<file path="config.mk">
export PLATFORM = sky130hd
export DESIGN_NAME = bitmap_block_allocator_top
export DESIGN_NICKNAME = d
export VERILOG_FILES = /design/src/sv/bba_pkg.sv /design/src/sv/bitmap_block_allocator_top.sv
export SDC_FILE = /design/constraint.sdc
export NUM_CORES = 2
export LEC_CHECK = 0
export BUFFER_PORTS_ARGS = -buffer_cell sky130_fd_sc_hd__buf_2
export CORE_MARGIN = 8
export CORE_UTILIZATION = 35
export CTS_CLUSTER_SIZE = 16
export DETAILED_ROUTE_END_ITERATION = 7
export GPL_ROUTABILITY_DRIVEN = 1
export GPL_TIMING_DRIVEN = 0
export MAX_ROUTING_LAYER = met4
export PLACE_DENSITY = 0.54
export SKIP_LAST_GASP = 1
export SYNTH_ARGS = -nofsm -noshare
export SYNTH_HDL_FRONTEND = slang
export SYNTH_SLANG_ARGS = --single-unit
</file>
<file path="constraint.sdc">
create_clock -name clock -period 8.3 [get_ports clock]
set_input_delay 0.415 -clock clock [delete_from_list [all_inputs] [get_ports clock]]
set_output_delay 0.415 -clock clock [all_outputs]
set_load 0.01 [all_outputs]
</file>
<file path="src/sv/bba_pkg.sv">
// ----------------------------------------------------------------------------
// Bitmap block allocator package
// Field widths, status codes and constants shared by the allocator files.
// ----------------------------------------------------------------------------
`default_nettype none

package bba_pkg;

   localparam int WORD_BITS    = 32;
   localparam int SIZE_W       = 13;
   localparam int BOFF_W       = 11;
   localparam int WOFF_W       = 9;
   localparam int USED_W       = 10;
   localparam int PROD_W       = 27;
   localparam int WORDS_W      = 24;
   localparam int NBLK_W       = 20;

   typedef logic [WORD_BITS-1:0] word_type;
   typedef logic [SIZE_W-1:0]    size_type;
   typedef logic [BOFF_W-1:0]    boff_type;
   typedef logic [WOFF_W-1:0]    woff_type;
   typedef logic [USED_W-1:0]    used_type;
   typedef logic [PROD_W-1:0]    prod_type;
   typedef logic [WORDS_W-1:0]   words_type;
   typedef logic [NBLK_W-1:0]    nblk_type;

   typedef enum logic [1:0] {
      STATUS_OK       = 2'd0,
      STATUS_NOSPACE  = 2'd1,
      STATUS_MISALIGN = 2'd2,
      STATUS_RANGE    = 2'd3
   } status_type;

   localparam logic MODE_ALLOC = 1'b0;
   localparam logic MODE_FREE  = 1'b1;

   localparam word_type FULL_BLOCK = 32'hFFFF_FFFF;
   localparam used_type COUNT_MAX  = 10'd1023;

endpackage

`default_nettype wire

</file>
<file path="src/sv/bitmap_block_allocator_top.sv">
// ----------------------------------------------------------------------------
// Bitmap block allocator
// Allocates and frees word regions in a pool of 32-word blocks tracked by a
// one-bit-per-word occupancy map held in a synchronous memory.
//
// The request channel (req_) carries a mode, a unit size, a unit count and,
// for a free, the byte offset of the region. The response channel (rsp_)
// returns a status, the word offset of an allocated region and the number of
// words in use after the operation. A transfer happens on a rising edge where
// valid is high and stall is low. One response follows every request.
//
// The block works on one request at a time. After the request transfer it
// passes through a size multiply state and a decoding state. An allocation
// then scans the map one block per memory read until it finds a fit or
// reaches the last block; a large allocation or free then writes one block
// per cycle. The memory port reads or writes one block per cycle.
// Synchronous reset clears the map and the used-word count at once. A
// response waiting under stall holds in the output register; the next request
// is still taken and its response waits until the register is free.
// ----------------------------------------------------------------------------
`default_nettype none

module bitmap_block_allocator_top #(
   parameter int BLOCKS = 16
) (
   input  wire logic                        clock,
   input  wire logic                        reset,
   input  wire logic                        req_valid,
   output logic                             req_stall,
   input  wire logic                        req_mode,
   input  wire logic [bba_pkg::SIZE_W-1:0]  req_unit_size,
   input  wire logic [bba_pkg::SIZE_W-1:0]  req_unit_count,
   input  wire logic [bba_pkg::BOFF_W-1:0]  req_byte_offset,
   output logic                             rsp_valid,
   input  wire logic                        rsp_stall,
   output logic [1:0]                       rsp_status,
   output logic [bba_pkg::WOFF_W-1:0]       rsp_word_offset,
   output logic [bba_pkg::USED_W-1:0]       rsp_used_words
);

   localparam int IDX_W = (BLOCKS > 1) ? $clog2(BLOCKS) : 1;
   localparam int CNT_W = $clog2(BLOCKS + 1);

   typedef enum logic [2:0] {
      ST_IDLE,
      ST_MUL,
      ST_DECODE,
      ST_SCAN,
      ST_FILL,
      ST_FREE_WR,
      ST_DONE
   } state_type;

   function automatic logic [5:0] above_top(input bba_pkg::word_type v);
      logic [5:0] k;
      k = 6'd0;
      for (int i = 0; i < bba_pkg::WORD_BITS; i++) begin
         if (v[i]) begin
            k = 6'(i + 1);
         end
      end
      return k;
   endfunction

   function automatic bba_pkg::used_type sat_add(input bba_pkg::used_type c,
                                                 input logic [5:0] n);
      logic [bba_pkg::USED_W:0] s;
      s = {1'b0, c} + (bba_pkg::USED_W+1)'(n);
      return (s > (bba_pkg::USED_W+1)'(bba_pkg::COUNT_MAX)) ? bba_pkg::COUNT_MAX
                                                            : s[bba_pkg::USED_W-1:0];
   endfunction

   function automatic bba_pkg::used_type sat_sub(input bba_pkg::used_type c,
                                                 input logic [5:0] n);
      return (bba_pkg::USED_W'(n) >= c) ? '0 : bba_pkg::used_type'(c - bba_pkg::USED_W'(n));
   endfunction

   // Occupancy memory with per-entry valid bits; an unwritten entry reads as empty.
   bba_pkg::word_type mem_ff [BLOCKS];
   logic [BLOCKS-1:0] valid_ff;
   bba_pkg::word_type rd_data_ff;
   logic              rd_ok_ff;
   logic [IDX_W-1:0]  rd_addr;
   logic              wr_en;
   logic [IDX_W-1:0]  wr_addr;
   bba_pkg::word_type wr_data;

   state_type            state_ff, state_in;
   logic                 mode_ff, mode_in;
   bba_pkg::size_type    usize_ff, usize_in;
   bba_pkg::size_type    ucount_ff, ucount_in;
   bba_pkg::boff_type    boff_ff, boff_in;
   bba_pkg::words_type   words_ff, words_in;
   logic [IDX_W-1:0]     chk_ff, chk_in;
   logic [CNT_W-1:0]     run_ff, run_in;
   logic [IDX_W-1:0]     fill_idx_ff, fill_idx_in;
   logic [CNT_W-1:0]     fill_left_ff, fill_left_in;
   bba_pkg::used_type    used_ff, used_in;
   bba_pkg::status_type  res_status_ff, res_status_in;
   bba_pkg::woff_type    res_woff_ff, res_woff_in;
   logic                 rsp_valid_ff, rsp_valid_in;
   bba_pkg::status_type  rsp_status_ff, rsp_status_in;
   bba_pkg::woff_type    rsp_woff_ff, rsp_woff_in;
   bba_pkg::used_type    rsp_used_ff, rsp_used_in;

   bba_pkg::word_type    data_word;
   bba_pkg::prod_type    prod;
   bba_pkg::nblk_type    nblk;
   logic [bba_pkg::NBLK_W:0] free_end;
   logic                 is_short;
   bba_pkg::word_type    small_mask;
   logic [5:0]           top_pos;
   logic [CNT_W-1:0]     run_next;

   always_ff @(posedge clock) begin
      if (wr_en) begin
         mem_ff[wr_addr] <= wr_data;
      end
      rd_data_ff <= mem_ff[rd_addr];
   end

   always_ff @(posedge clock) begin
      if (reset) begin
         valid_ff <= '0;
         rd_ok_ff <= 1'b0;
      end else begin
         if (wr_en) begin
            valid_ff[wr_addr] <= 1'b1;
         end
         rd_ok_ff <= valid_ff[rd_addr];
      end
   end

   assign data_word  = rd_ok_ff ? rd_data_ff : '0;
   assign prod       = bba_pkg::PROD_W'(usize_ff) * bba_pkg::PROD_W'(ucount_ff);
   assign nblk       = bba_pkg::NBLK_W'((bba_pkg::PROD_W'(words_ff) + 27'd31) >> 5);
   assign free_end   = (bba_pkg::NBLK_W+1)'(boff_ff[10:7]) + (bba_pkg::NBLK_W+1)'(nblk);
   assign is_short   = (words_ff < 24'd32);
   assign small_mask = (32'h1 << words_ff[4:0]) - 32'h1;
   assign top_pos    = above_top(data_word);
   assign run_next   = (data_word == '0) ? CNT_W'(run_ff + 1'b1) : '0;

   always_comb begin
      state_in      = state_ff;
      mode_in       = mode_ff;
      usize_in      = usize_ff;
      ucount_in     = ucount_ff;
      boff_in       = boff_ff;
      words_in      = words_ff;
      chk_in        = chk_ff;
      run_in        = run_ff;
      fill_idx_in   = fill_idx_ff;
      fill_left_in  = fill_left_ff;
      used_in       = used_ff;
      res_status_in = res_status_ff;
      res_woff_in   = res_woff_ff;
      rsp_valid_in  = rsp_valid_ff && rsp_stall;
      rsp_status_in = rsp_status_ff;
      rsp_woff_in   = rsp_woff_ff;
      rsp_used_in   = rsp_used_ff;
      rd_addr       = IDX_W'(chk_ff + 1'b1);
      wr_en         = 1'b0;
      wr_addr       = fill_idx_ff;
      wr_data       = '0;

      case (state_ff)
         ST_IDLE: begin
            if (req_valid) begin
               mode_in   = req_mode;
               usize_in  = req_unit_size;
               ucount_in = req_unit_count;
               boff_in   = req_byte_offset;
               state_in  = ST_MUL;
            end
         end
         ST_MUL: begin
            words_in = bba_pkg::WORDS_W'((prod + 27'd3) >> 2);
            state_in = ST_DECODE;
         end
         ST_DECODE: begin
            res_status_in = bba_pkg::STATUS_OK;
            res_woff_in   = '0;
            chk_in        = '0;
            run_in        = '0;
            rd_addr       = '0;
            if (mode_ff == bba_pkg::MODE_ALLOC) begin
               if (words_ff == '0) begin
                  res_status_in = bba_pkg::STATUS_NOSPACE;
                  state_in      = ST_DONE;
               end else if (!is_short && (nblk > bba_pkg::NBLK_W'(BLOCKS))) begin
                  res_status_in = bba_pkg::STATUS_NOSPACE;
                  state_in      = ST_DONE;
               end else begin
                  state_in = ST_SCAN;
               end
            end else if (is_short) begin
               rd_addr     = IDX_W'(boff_ff[10:7]);
               fill_idx_in = IDX_W'(boff_ff[10:7]);
               if (boff_ff[1:0] != 2'b00) begin
                  res_status_in = bba_pkg::STATUS_MISALIGN;
                  state_in      = ST_DONE;
               end else if (32'(boff_ff[10:7]) >= 32'(BLOCKS)) begin
                  res_status_in = bba_pkg::STATUS_RANGE;
                  state_in      = ST_DONE;
               end else begin
                  state_in = ST_FREE_WR;
               end
            end else begin
               fill_idx_in  = IDX_W'(boff_ff[10:7]);
               fill_left_in = CNT_W'(nblk);
               if (boff_ff[6:0] != 7'd0) begin
                  res_status_in = bba_pkg::STATUS_MISALIGN;
                  state_in      = ST_DONE;
               end else if (free_end > (bba_pkg::NBLK_W+1)'(BLOCKS)) begin
                  res_status_in = bba_pkg::STATUS_RANGE;
                  state_in      = ST_DONE;
               end else begin
                  state_in = ST_FILL;
               end
            end
         end
         ST_SCAN: begin
            chk_in = IDX_W'(chk_ff + 1'b1);
            if (is_short) begin
               if ((data_word >> (6'd32 - words_ff[5:0])) == '0) begin
                  wr_en       = 1'b1;
                  wr_addr     = chk_ff;
                  wr_data     = data_word | (small_mask << top_pos[4:0]);
                  used_in     = sat_add(used_ff, words_ff[5:0]);
                  res_woff_in = bba_pkg::woff_type'({chk_ff, top_pos[4:0]});
                  state_in    = ST_DONE;
               end else if (chk_ff == IDX_W'(BLOCKS - 1)) begin
                  res_status_in = bba_pkg::STATUS_NOSPACE;
                  state_in      = ST_DONE;
               end
            end else begin
               run_in = run_next;
               if (bba_pkg::NBLK_W'(run_next) == nblk) begin
                  fill_idx_in  = IDX_W'(CNT_W'(chk_ff) + 1'b1 - CNT_W'(nblk));
                  fill_left_in = CNT_W'(nblk);
                  res_woff_in  = bba_pkg::woff_type'(
                     {IDX_W'(CNT_W'(chk_ff) + 1'b1 - CNT_W'(nblk)), 5'd0});
                  state_in     = ST_FILL;
               end else if (chk_ff == IDX_W'(BLOCKS - 1)) begin
                  res_status_in = bba_pkg::STATUS_NOSPACE;
                  state_in      = ST_DONE;
               end
            end
         end
         ST_FILL: begin
            wr_en = 1'b1;
            if (mode_ff == bba_pkg::MODE_ALLOC) begin
               wr_data = bba_pkg::FULL_BLOCK;
               used_in = sat_add(used_ff, 6'd32);
            end else begin
               wr_data = '0;
               used_in = sat_sub(used_ff, 6'd32);
            end
            fill_idx_in  = IDX_W'(fill_idx_ff + 1'b1);
            fill_left_in = CNT_W'(fill_left_ff - 1'b1);
            if (fill_left_ff == CNT_W'(1)) begin
               state_in = ST_DONE;
            end
         end
         ST_FREE_WR: begin
            wr_en    = 1'b1;
            wr_data  = data_word & ~(small_mask << boff_ff[6:2]);
            used_in  = sat_sub(used_ff, words_ff[5:0]);
            state_in = ST_DONE;
         end
         ST_DONE: begin
            if (!rsp_valid_ff || !rsp_stall) begin
               rsp_valid_in  = 1'b1;
               rsp_status_in = res_status_ff;
               rsp_woff_in   = res_woff_ff;
               rsp_used_in   = used_ff;
               state_in      = ST_IDLE;
            end
         end
         default: begin
            state_in = ST_IDLE;
         end
      endcase
   end

   always_ff @(posedge clock) begin
      if (reset) begin
         state_ff     <= ST_IDLE;
         used_ff      <= '0;
         rsp_valid_ff <= 1'b0;
      end else begin
         state_ff     <= state_in;
         used_ff      <= used_in;
         rsp_valid_ff <= rsp_valid_in;
      end
      mode_ff       <= mode_in;
      usize_ff      <= usize_in;
      ucount_ff     <= ucount_in;
      boff_ff       <= boff_in;
      words_ff      <= words_in;
      chk_ff        <= chk_in;
      run_ff        <= run_in;
      fill_idx_ff   <= fill_idx_in;
      fill_left_ff  <= fill_left_in;
      res_status_ff <= res_status_in;
      res_woff_ff   <= res_woff_in;
      rsp_status_ff <= rsp_status_in;
      rsp_woff_ff   <= rsp_woff_in;
      rsp_used_ff   <= rsp_used_in;
   end

   assign req_stall       = (state_ff != ST_IDLE);
   assign rsp_valid       = rsp_valid_ff;
   assign rsp_status      = rsp_status_ff;
   assign rsp_word_offset = rsp_woff_ff;
   assign rsp_used_words  = rsp_used_ff;

endmodule

`default_nettype wire

</file>
; Word-level counts from Yosys, hierarchy flattened
; Memories as Yosys holds them, arrays and structs flattened. A register that Yosys moved wholly into a read port is not among the register bits.
; Index checks and enable logic that the tools add are counted.
[totals]
regBits = 143
ramBits = 512
inputBits = 42
out_inout_bits = 23
elab_cells = 209
memories = 1
[memory_table]
columns = memory, words, width, read_ports, rd_ports_with_merged_regs, wr, line_no
row1 = mem_ff, 16, 32, 1, 1, 1, bitmap_block_allocator_top.sv:79  ; bba_pkg::word_type mem_ff [BLOCKS];
[classes]
n_addsub = 15
mul = 1
order_cmp = 10
n_eq_ne = 22
shift = 4
muxes = 106
bitwise_logic = 4
reduce_logical = 27
[ops]
columns = cell, n
row1 = 5-bit 2-to-1 mux, 37
row2 = 32-bit 2-to-1 mux, 4
row3 = 32-bit case mux with 3 select lines, 1
row4 = 10-bit 2-to-1 mux, 7
row5 = 32-bit logical NOT, 2
row6 = 32-bit by 5-bit << shifter with 32-bit output, 2
row7 = 4-bit 2-to-1 mux, 9
row8 = 3-bit 2-to-1 mux, 11
row9 = 32-bit bitwise AND, 1
row10 = 32-bit inverter, 1
row11 = 32-bit OR, 1
row12 = "1-bit by 5-bit << shifter with 32-bit output, first input constant", 1
row13 = 32-bit by 6-bit right shift with 32-bit output, 1
row14 = "32-bit by 1-bit subtractor with 32-bit output, second input constant", 1
row15 = 10-bit case mux with 3 select lines, 1
row16 = 9-bit 2-to-1 mux, 3
row17 = "26-bit by 2-bit adder with 26-bit output, second input constant", 1
row18 = 13-bit by 13-bit multiplier with 26-bit output, 1
row19 = "24-bit by 5-bit adder with 25-bit output, second input constant", 1
row20 = 24-bit logical NOT, 1
row21 = "24-bit by 6-bit < comparator with 1-bit output, second input constant", 1
row22 = 2-bit 2-to-1 mux, 12
row23 = "11-bit by 10-bit greater-than comparator with 1-bit output, second input constant", 2
row24 = 4-bit by 20-bit adder with 21-bit output, 1
row25 = other kinds (47), 86

; Logic depth before layout (Yosys ltp)
[depth]
word_depth = 38
mapped_depth = 23
mapped_depth_nobuf = 22

; Worst setup path after synthesis
; Ideal clock, no wire load.
[synth_path]
path_type = register to register
startpoint = register ucount_ff[3]
endpoint = register words_ff[23], data pin
setup_ns = 0.158
t_arrival_ns = 5.703
setup_slack_ns = 2.439
stages_incl_launch_ff = 21
synth_period_minus_slack_ns = 5.861
cell_sequence = edfxtp_1 -> clkbuf_1 -> nand2_1 -> fa_1 -> inv_1 -> fa_1 -> inv_1 -> fa_1 -> inv_1 -> fa_1 -> fa_1 -> ha_1 -> a21o_1 -> a21oi_1 -> a31oi_1 -> a41oi_1 -> a2111oi_0 -> a211o_1 -> or4_1 -> a2111o_1 -> o211ai_1
[synth_via]
elab_chain_len = 2
[synth_rtl]
columns = element, line_no
row1 = start: declaration, bitmap_block_allocator_top.sv:91  ; bba_pkg::size_type ucount_ff, ucount_in;
row2 = start signal: assignment, bitmap_block_allocator_top.sv:298  ; ucount_ff <= ucount_in;
row3 = 13-bit by 13-bit multiplier with 26-bit output, bitmap_block_allocator_top.sv:135  ; assign prod = bba_pkg::PROD_W'(usize_ff) * bba_pkg::PROD_W'(ucount_ff);
row4 = 26-bit by 2-bit adder with 26-bit output, bitmap_block_allocator_top.sv:177  ; words_in = bba_pkg::WORDS_W'((prod + 27'd3) >> 2);
row5 = end signal: assignment, bitmap_block_allocator_top.sv:300  ; words_ff <= words_in;
row6 = end: declaration, bitmap_block_allocator_top.sv:93  ; bba_pkg::words_type words_ff, words_in;
; No other way between the ends.
; A chain may end at the register's enable or synchronous reset.

; Worst setup path in the final report
[layout_path]
startpoint = register words_ff[2]
endpoint = memory mem_ff[15][26] (netlist name), data pin
[layout_via]
elab_chain_len = 7
word_cells_on_any_way = 14
classes_between = add/sub: 2 / order compare: 1 / shift: 4 / mux: 3 / bitwise: 3 / reduce/logical: 1
[layout_rtl]
columns = element, line_no
row1 = 1-bit by 5-bit << shifter with 32-bit output, bitmap_block_allocator_top.sv:139  ; assign small_mask = (32'h1 << words_ff[4:0]) - 32'h1;
row2 = 32-bit by 1-bit subtractor with 32-bit output, bitmap_block_allocator_top.sv:139
row3 = 32-bit by 5-bit << shifter with 32-bit output, bitmap_block_allocator_top.sv:228  ; wr_data = data_word | (small_mask << top_pos[4:0]);
row4 = 32-bit OR, bitmap_block_allocator_top.sv:228
row5 = 32-bit 2-to-1 mux, bitmap_block_allocator_top.sv:225  ; if ((data_word >> (6'd32 - words_ff[5:0])) == '0) begin
row6 = 32-bit 2-to-1 mux, bitmap_block_allocator_top.sv:224  ; if (is_short) begin
row7 = 32-bit case mux with 3 select lines (*), bitmap_block_allocator_top.sv:166  ; case (state_ff)
row8 = net wr_data[26], bitmap_block_allocator_top.sv:86  ; bba_pkg::word_type wr_data;
row9 = end: declaration, bitmap_block_allocator_top.sv:79
; The timed path passes the listed nets; every way through them passes the cells marked *.

==> run_summary.xml <==
<?xml version="1.0" encoding="UTF-8"?>
<metrics>
  <group name="detailed_routing">
    <metric name="avgRoutedWirePerCell" unit="µm">24.8</metric>
    <metric name="drt_iter0_drc" unit="">3262</metric>
    <metric name="detail_routed_via_count_per_cell" unit="">5.69</metric>
    <metric name="route.vias.total" unit="">32296</metric>
    <metric name="final_antenna_net_count" unit="">0</metric>
    <metric name="drc" unit="">0</metric>
    <metric name="drt_pre_antenna_iters" unit="">6</metric>
    <metric name="routed_wl" unit="µm">141000</metric>
  </group>
  <group name="worst_setup_path">
    <metric name="path_cells" unit="">buf_2 -&gt; clkbuf_1 -&gt; inv_1 -&gt; ha_1 -&gt; clkbuf_1 -&gt; inv_1 -&gt; nor2_1 -&gt; inv_1 -&gt; ha_1 -&gt; o21a_1 -&gt; buf_2 -&gt; and4_4 -&gt; buf_6 -&gt; a211oi_4 -&gt; mux2i_1 -&gt; mux2_2 -&gt; mux2i_1 -&gt; nor3_1 -&gt; a2111oi_0 -&gt; o21ai_1</metric>
    <metric name="start_kind" unit="">flip-flop</metric>
    <metric name="worst_path_largest_cell_delay" unit="ns">0.98</metric>
    <metric name="cp_slowest_cell" unit="">a2111oi_0</metric>
    <metric name="worst_setup_path_end_kind" unit="">flip-flop</metric>
    <metric name="reg2reg_setup_slack" unit="ns">0.47</metric>
    <metric name="crit_path_max_fanout" unit="">16</metric>
    <metric name="crit_arrival" unit="ns">8.07</metric>
    <metric name="crit_required" unit="ns">8.54</metric>
    <metric name="critical_path.most_common_cell" unit="">inv_1</metric>
    <metric name="criticalPathCategory" unit="">reg2reg</metric>
  </group>
  <group name="global_routing">
    <metric name="globalRoute.totalOverflow" unit="">0</metric>
    <metric name="vias_in_the_first_global_route" unit="">31772</metric>
    <metric name="grt_start_max_net_pins" unit="">32</metric>
    <metric name="gr-usage-all-layers" unit="%">22.1</metric>
    <metric name="grt_first_pass_wirelength" unit="µm">209000</metric>
    <metric name="grt_antenna_before_repair" unit="">4</metric>
  </group>
  <group name="run">
    <metric name="drv_cap" unit="">0</metric>
  </group>
  <group name="sta">
    <metric name="rsz0062_at_grt" unit="">false</metric>
    <metric name="hold_viol_final" unit="">0</metric>
    <metric name="fin_hold_ws" unit="ns">0.126</metric>
    <metric name="final-setup-viol-count" unit="">0</metric>
    <metric name="timing.slew.headroom" unit="%">3.50</metric>
    <metric name="report.final.slew_viol_count" unit="">0</metric>
    <metric name="final_critical_path_setup_slack" unit="ns">0.467</metric>
    <metric name="max_clock_freq" unit="GHz">0.128</metric>
    <metric name="final_period_minus_worst_setup_slack" unit="ns">7.83</metric>
    <metric name="tightest_pin_transition" unit="ns">1.45</metric>
    <metric name="clock_skew" unit="ns">0.0598</metric>
    <metric name="final_min_period_over_clock_period" unit="%">94.4</metric>
  </group>
  <group name="layout">
    <metric name="post_route_cells_drive_above_1_share" unit="%">9.10</metric>
    <metric name="design.final.nets" unit="">4363</metric>
    <metric name="final_cell_area" unit="mm²">0.0468</metric>
    <metric name="finalNonFillerCells" unit="">5678</metric>
    <metric name="area_growth_syn_to_layout" unit="%">14.4</metric>
  </group>
  <group name="clock_tree">
    <metric name="h-tree-depth" unit="">3</metric>
    <metric name="tritoncts" unit="">yes</metric>
    <metric name="cts_setup_buffers" unit="">0</metric>
    <metric name="clkSinkCount" unit="">687</metric>
    <metric name="clock_tree.root_cell" unit="">clkbuf_16</metric>
    <metric name="clk_pin_slew" unit="ns">0.06</metric>
    <metric name="tritoncts_buffer_count" unit="">77</metric>
    <metric name="clock_latency" unit="ns">0.68</metric>
    <metric name="cts_max_path_buffers" unit="">3</metric>
  </group>
  <group name="floorplan">
    <metric name="num_rows" unit="">125</metric>
    <metric name="start_util" unit="%">35.3</metric>
    <metric name="boundaryPins" unit="">65</metric>
    <metric name="die_width" unit="µm">358</metric>
    <metric name="die_height" unit="µm">358</metric>
    <metric name="die_area" unit="mm²">0.128</metric>
    <metric name="design.core.area" unit="mm²">0.116</metric>
  </group>
  <group name="synth">
    <metric name="synth-compound-area-share" unit="%">16.5</metric>
    <metric name="synth_top_area_share" unit="%">45.8</metric>
    <metric name="synth_edf_count" unit="">624</metric>
    <metric name="syn-mean-instance-area" unit="µm²">10.6</metric>
    <metric name="synth_xor_area_share" unit="%">1.43</metric>
    <metric name="ys_top_cells_by_area" unit="">edfxtp_1, fa_1, nand2_1</metric>
    <metric name="post-synth-top-count-cell" unit="">edfxtp_1</metric>
    <metric name="synthDominantAreaCellType" unit="">edfxtp_1</metric>
    <metric name="synthesis.area" unit="mm²">0.0409</metric>
    <metric name="synthArstFlopShare" unit="%">0</metric>
    <metric name="yosys.cell_types.count" unit="">99</metric>
    <metric name="ys.flop_type" unit="">edfxtp_1</metric>
    <metric name="synth-adder-area-share" unit="%">9.45</metric>
    <metric name="postSynthNetCount" unit="">4141</metric>
    <metric name="synth_common_cells" unit="">edfxtp_1, nand2_1, nor2_1</metric>
    <metric name="yosys_warnings" unit="">0</metric>
    <metric name="synth_top_family_by_area" unit="">compound AO/OA/AOI/OAI gates</metric>
    <metric name="synthesis.instances" unit="">3865</metric>
    <metric name="seq_area_frac_synth" unit="%">48.9</metric>
    <metric name="synthSimpleGateAreaFrac" unit="%">14.7</metric>
    <metric name="synth.mux.area_fraction" unit="%">4.38</metric>
    <metric name="ys_ff_latch" unit="">687</metric>
  </group>
  <group name="status">
    <metric name="run_status" unit="">finished, final reports clean</metric>
  </group>
  <group name="min_path">
    <metric name="holdCritPathClass" unit="">in2reg</metric>
  </group>
  <group name="placement">
    <metric name="globalplace.congestion" unit="">0.975</metric>
    <metric name="pre_cts_slack" unit="ns">0.732</metric>
    <metric name="place_hpwl" unit="µm">106000</metric>
    <metric name="dp.cells" unit="">5491</metric>
    <metric name="numPortBuffers" unit="">64</metric>
    <metric name="postPlaceCellArea" unit="mm²">0.0439</metric>
  </group>
</metrics>
## flip-flops by register name, indices dropped and copies added, names as in the netlist, 2 cells and up
name / count
state_ff: 3
words_ff: 24
chk_ff: 4
fill_left_ff: 5
used_ff: 10
ucount_ff: 13
usize_ff: 13
run_ff: 5
rsp_used_words: 10
res_status_ff: 2
res_woff_ff: 9
rsp_status: 2
rsp_word_offset: 9
boff_ff: 11
mem_ff: 512
fill_idx_ff: 4
valid_ff: 16
rd_data_ff: 32
## through the flow
step                setup TNS [ns]  util, %
floorplan                        0        -
global placement           -106.90     37.2
detailed placement               0     37.8
CTS                              0     40.3
global route                     0     40.3
finish                           0     40.3
## area by class of cell
class                   instances  area [µm²]
diodes                          2        5.00
plain buffers                 282        1110
clock buffers                 108        2150
clock inverters                36         384
fillers                     11296       69200
inverters                     202         758
multi-input cells            2694       19200
flip-flops and latches        687       20000
well taps                    1524        1910
repair buffers                143        1300
## layer usage
layer  vias up  wire length, µm  track usage [%]
met5         -                0                -
met4         0             4260             6.78
met3       230             9380             3.14
met2      1288            66000             35.5
met1     16055            61300             29.0
li1      14723                -                -
## critical path: cells and delay by family (launching register included)
family,cells,cell delay [ns]
AOI/OAI and AO/OA,4,2.18
DFF,1,0.53
and+or+nand+nor,3,0.82
muxes,3,0.74
adders and majority gates,2,0.72
buffers and inverters,8,2.41
## logic make-up (layout without fill, tap and decap cells)
family | count (synthesis) | count (layout)
other cells | 0 | 2
compound gates | 984 | 984
buf+inv | 484 | 771
simple gates | 1272 | 1272
flops | 687 | 687
fa+ha+maj | 234 | 234
xor+xnor | 66 | 66
mux | 138 | 138
## worst paths after layout
check                                    start                 end  cells after the start
worst min register to register  res_woff_ff[3]  rsp_word_offset[3]                      0
worst max register to register     words_ff[2]      mem_ff[15][26]                     20
worst min-delay path                 rsp_stall           rsp_valid                      3
worst max-delay path               words_ff[2]      mem_ff[15][26]                     20
## timing repair
| action | 4_1_cts | 5_1_grt |
|---|---|---|
| endpoints found under the hold margin | 38 | 0 |
| gates resized for setup | 0 | 0 |
| hold buffers | 38 | 0 |
| setup endpoints to repair | 0 | 0 |
## layout by cell type, fill, tap and decap left out, drive strengths merged, types with 16 or more instances in the layout
cell           n
nand2b        33
nand3         55
fa           125
clkinv        29
ha           109
mux4          29
o21a          25
dfxtp         63
and3          16
nor3          48
a31oi        102
mux2          37
nor2b         16
a21o          24
a21oi        189
edfxtp       624
nand2        522
and2         221
nand4         19
clkbuf       334
mux2i         72
inv          205
dlygate4sd3   38
nor2         239
nor4          35
a211oi       200
a311oi        67
xnor2         44
o211ai        44
buf          161
o21ai        137
xor2          22
Power is not shown: default switching activity piles up to over one toggle a cycle in this logic, so the estimate is an artifact.
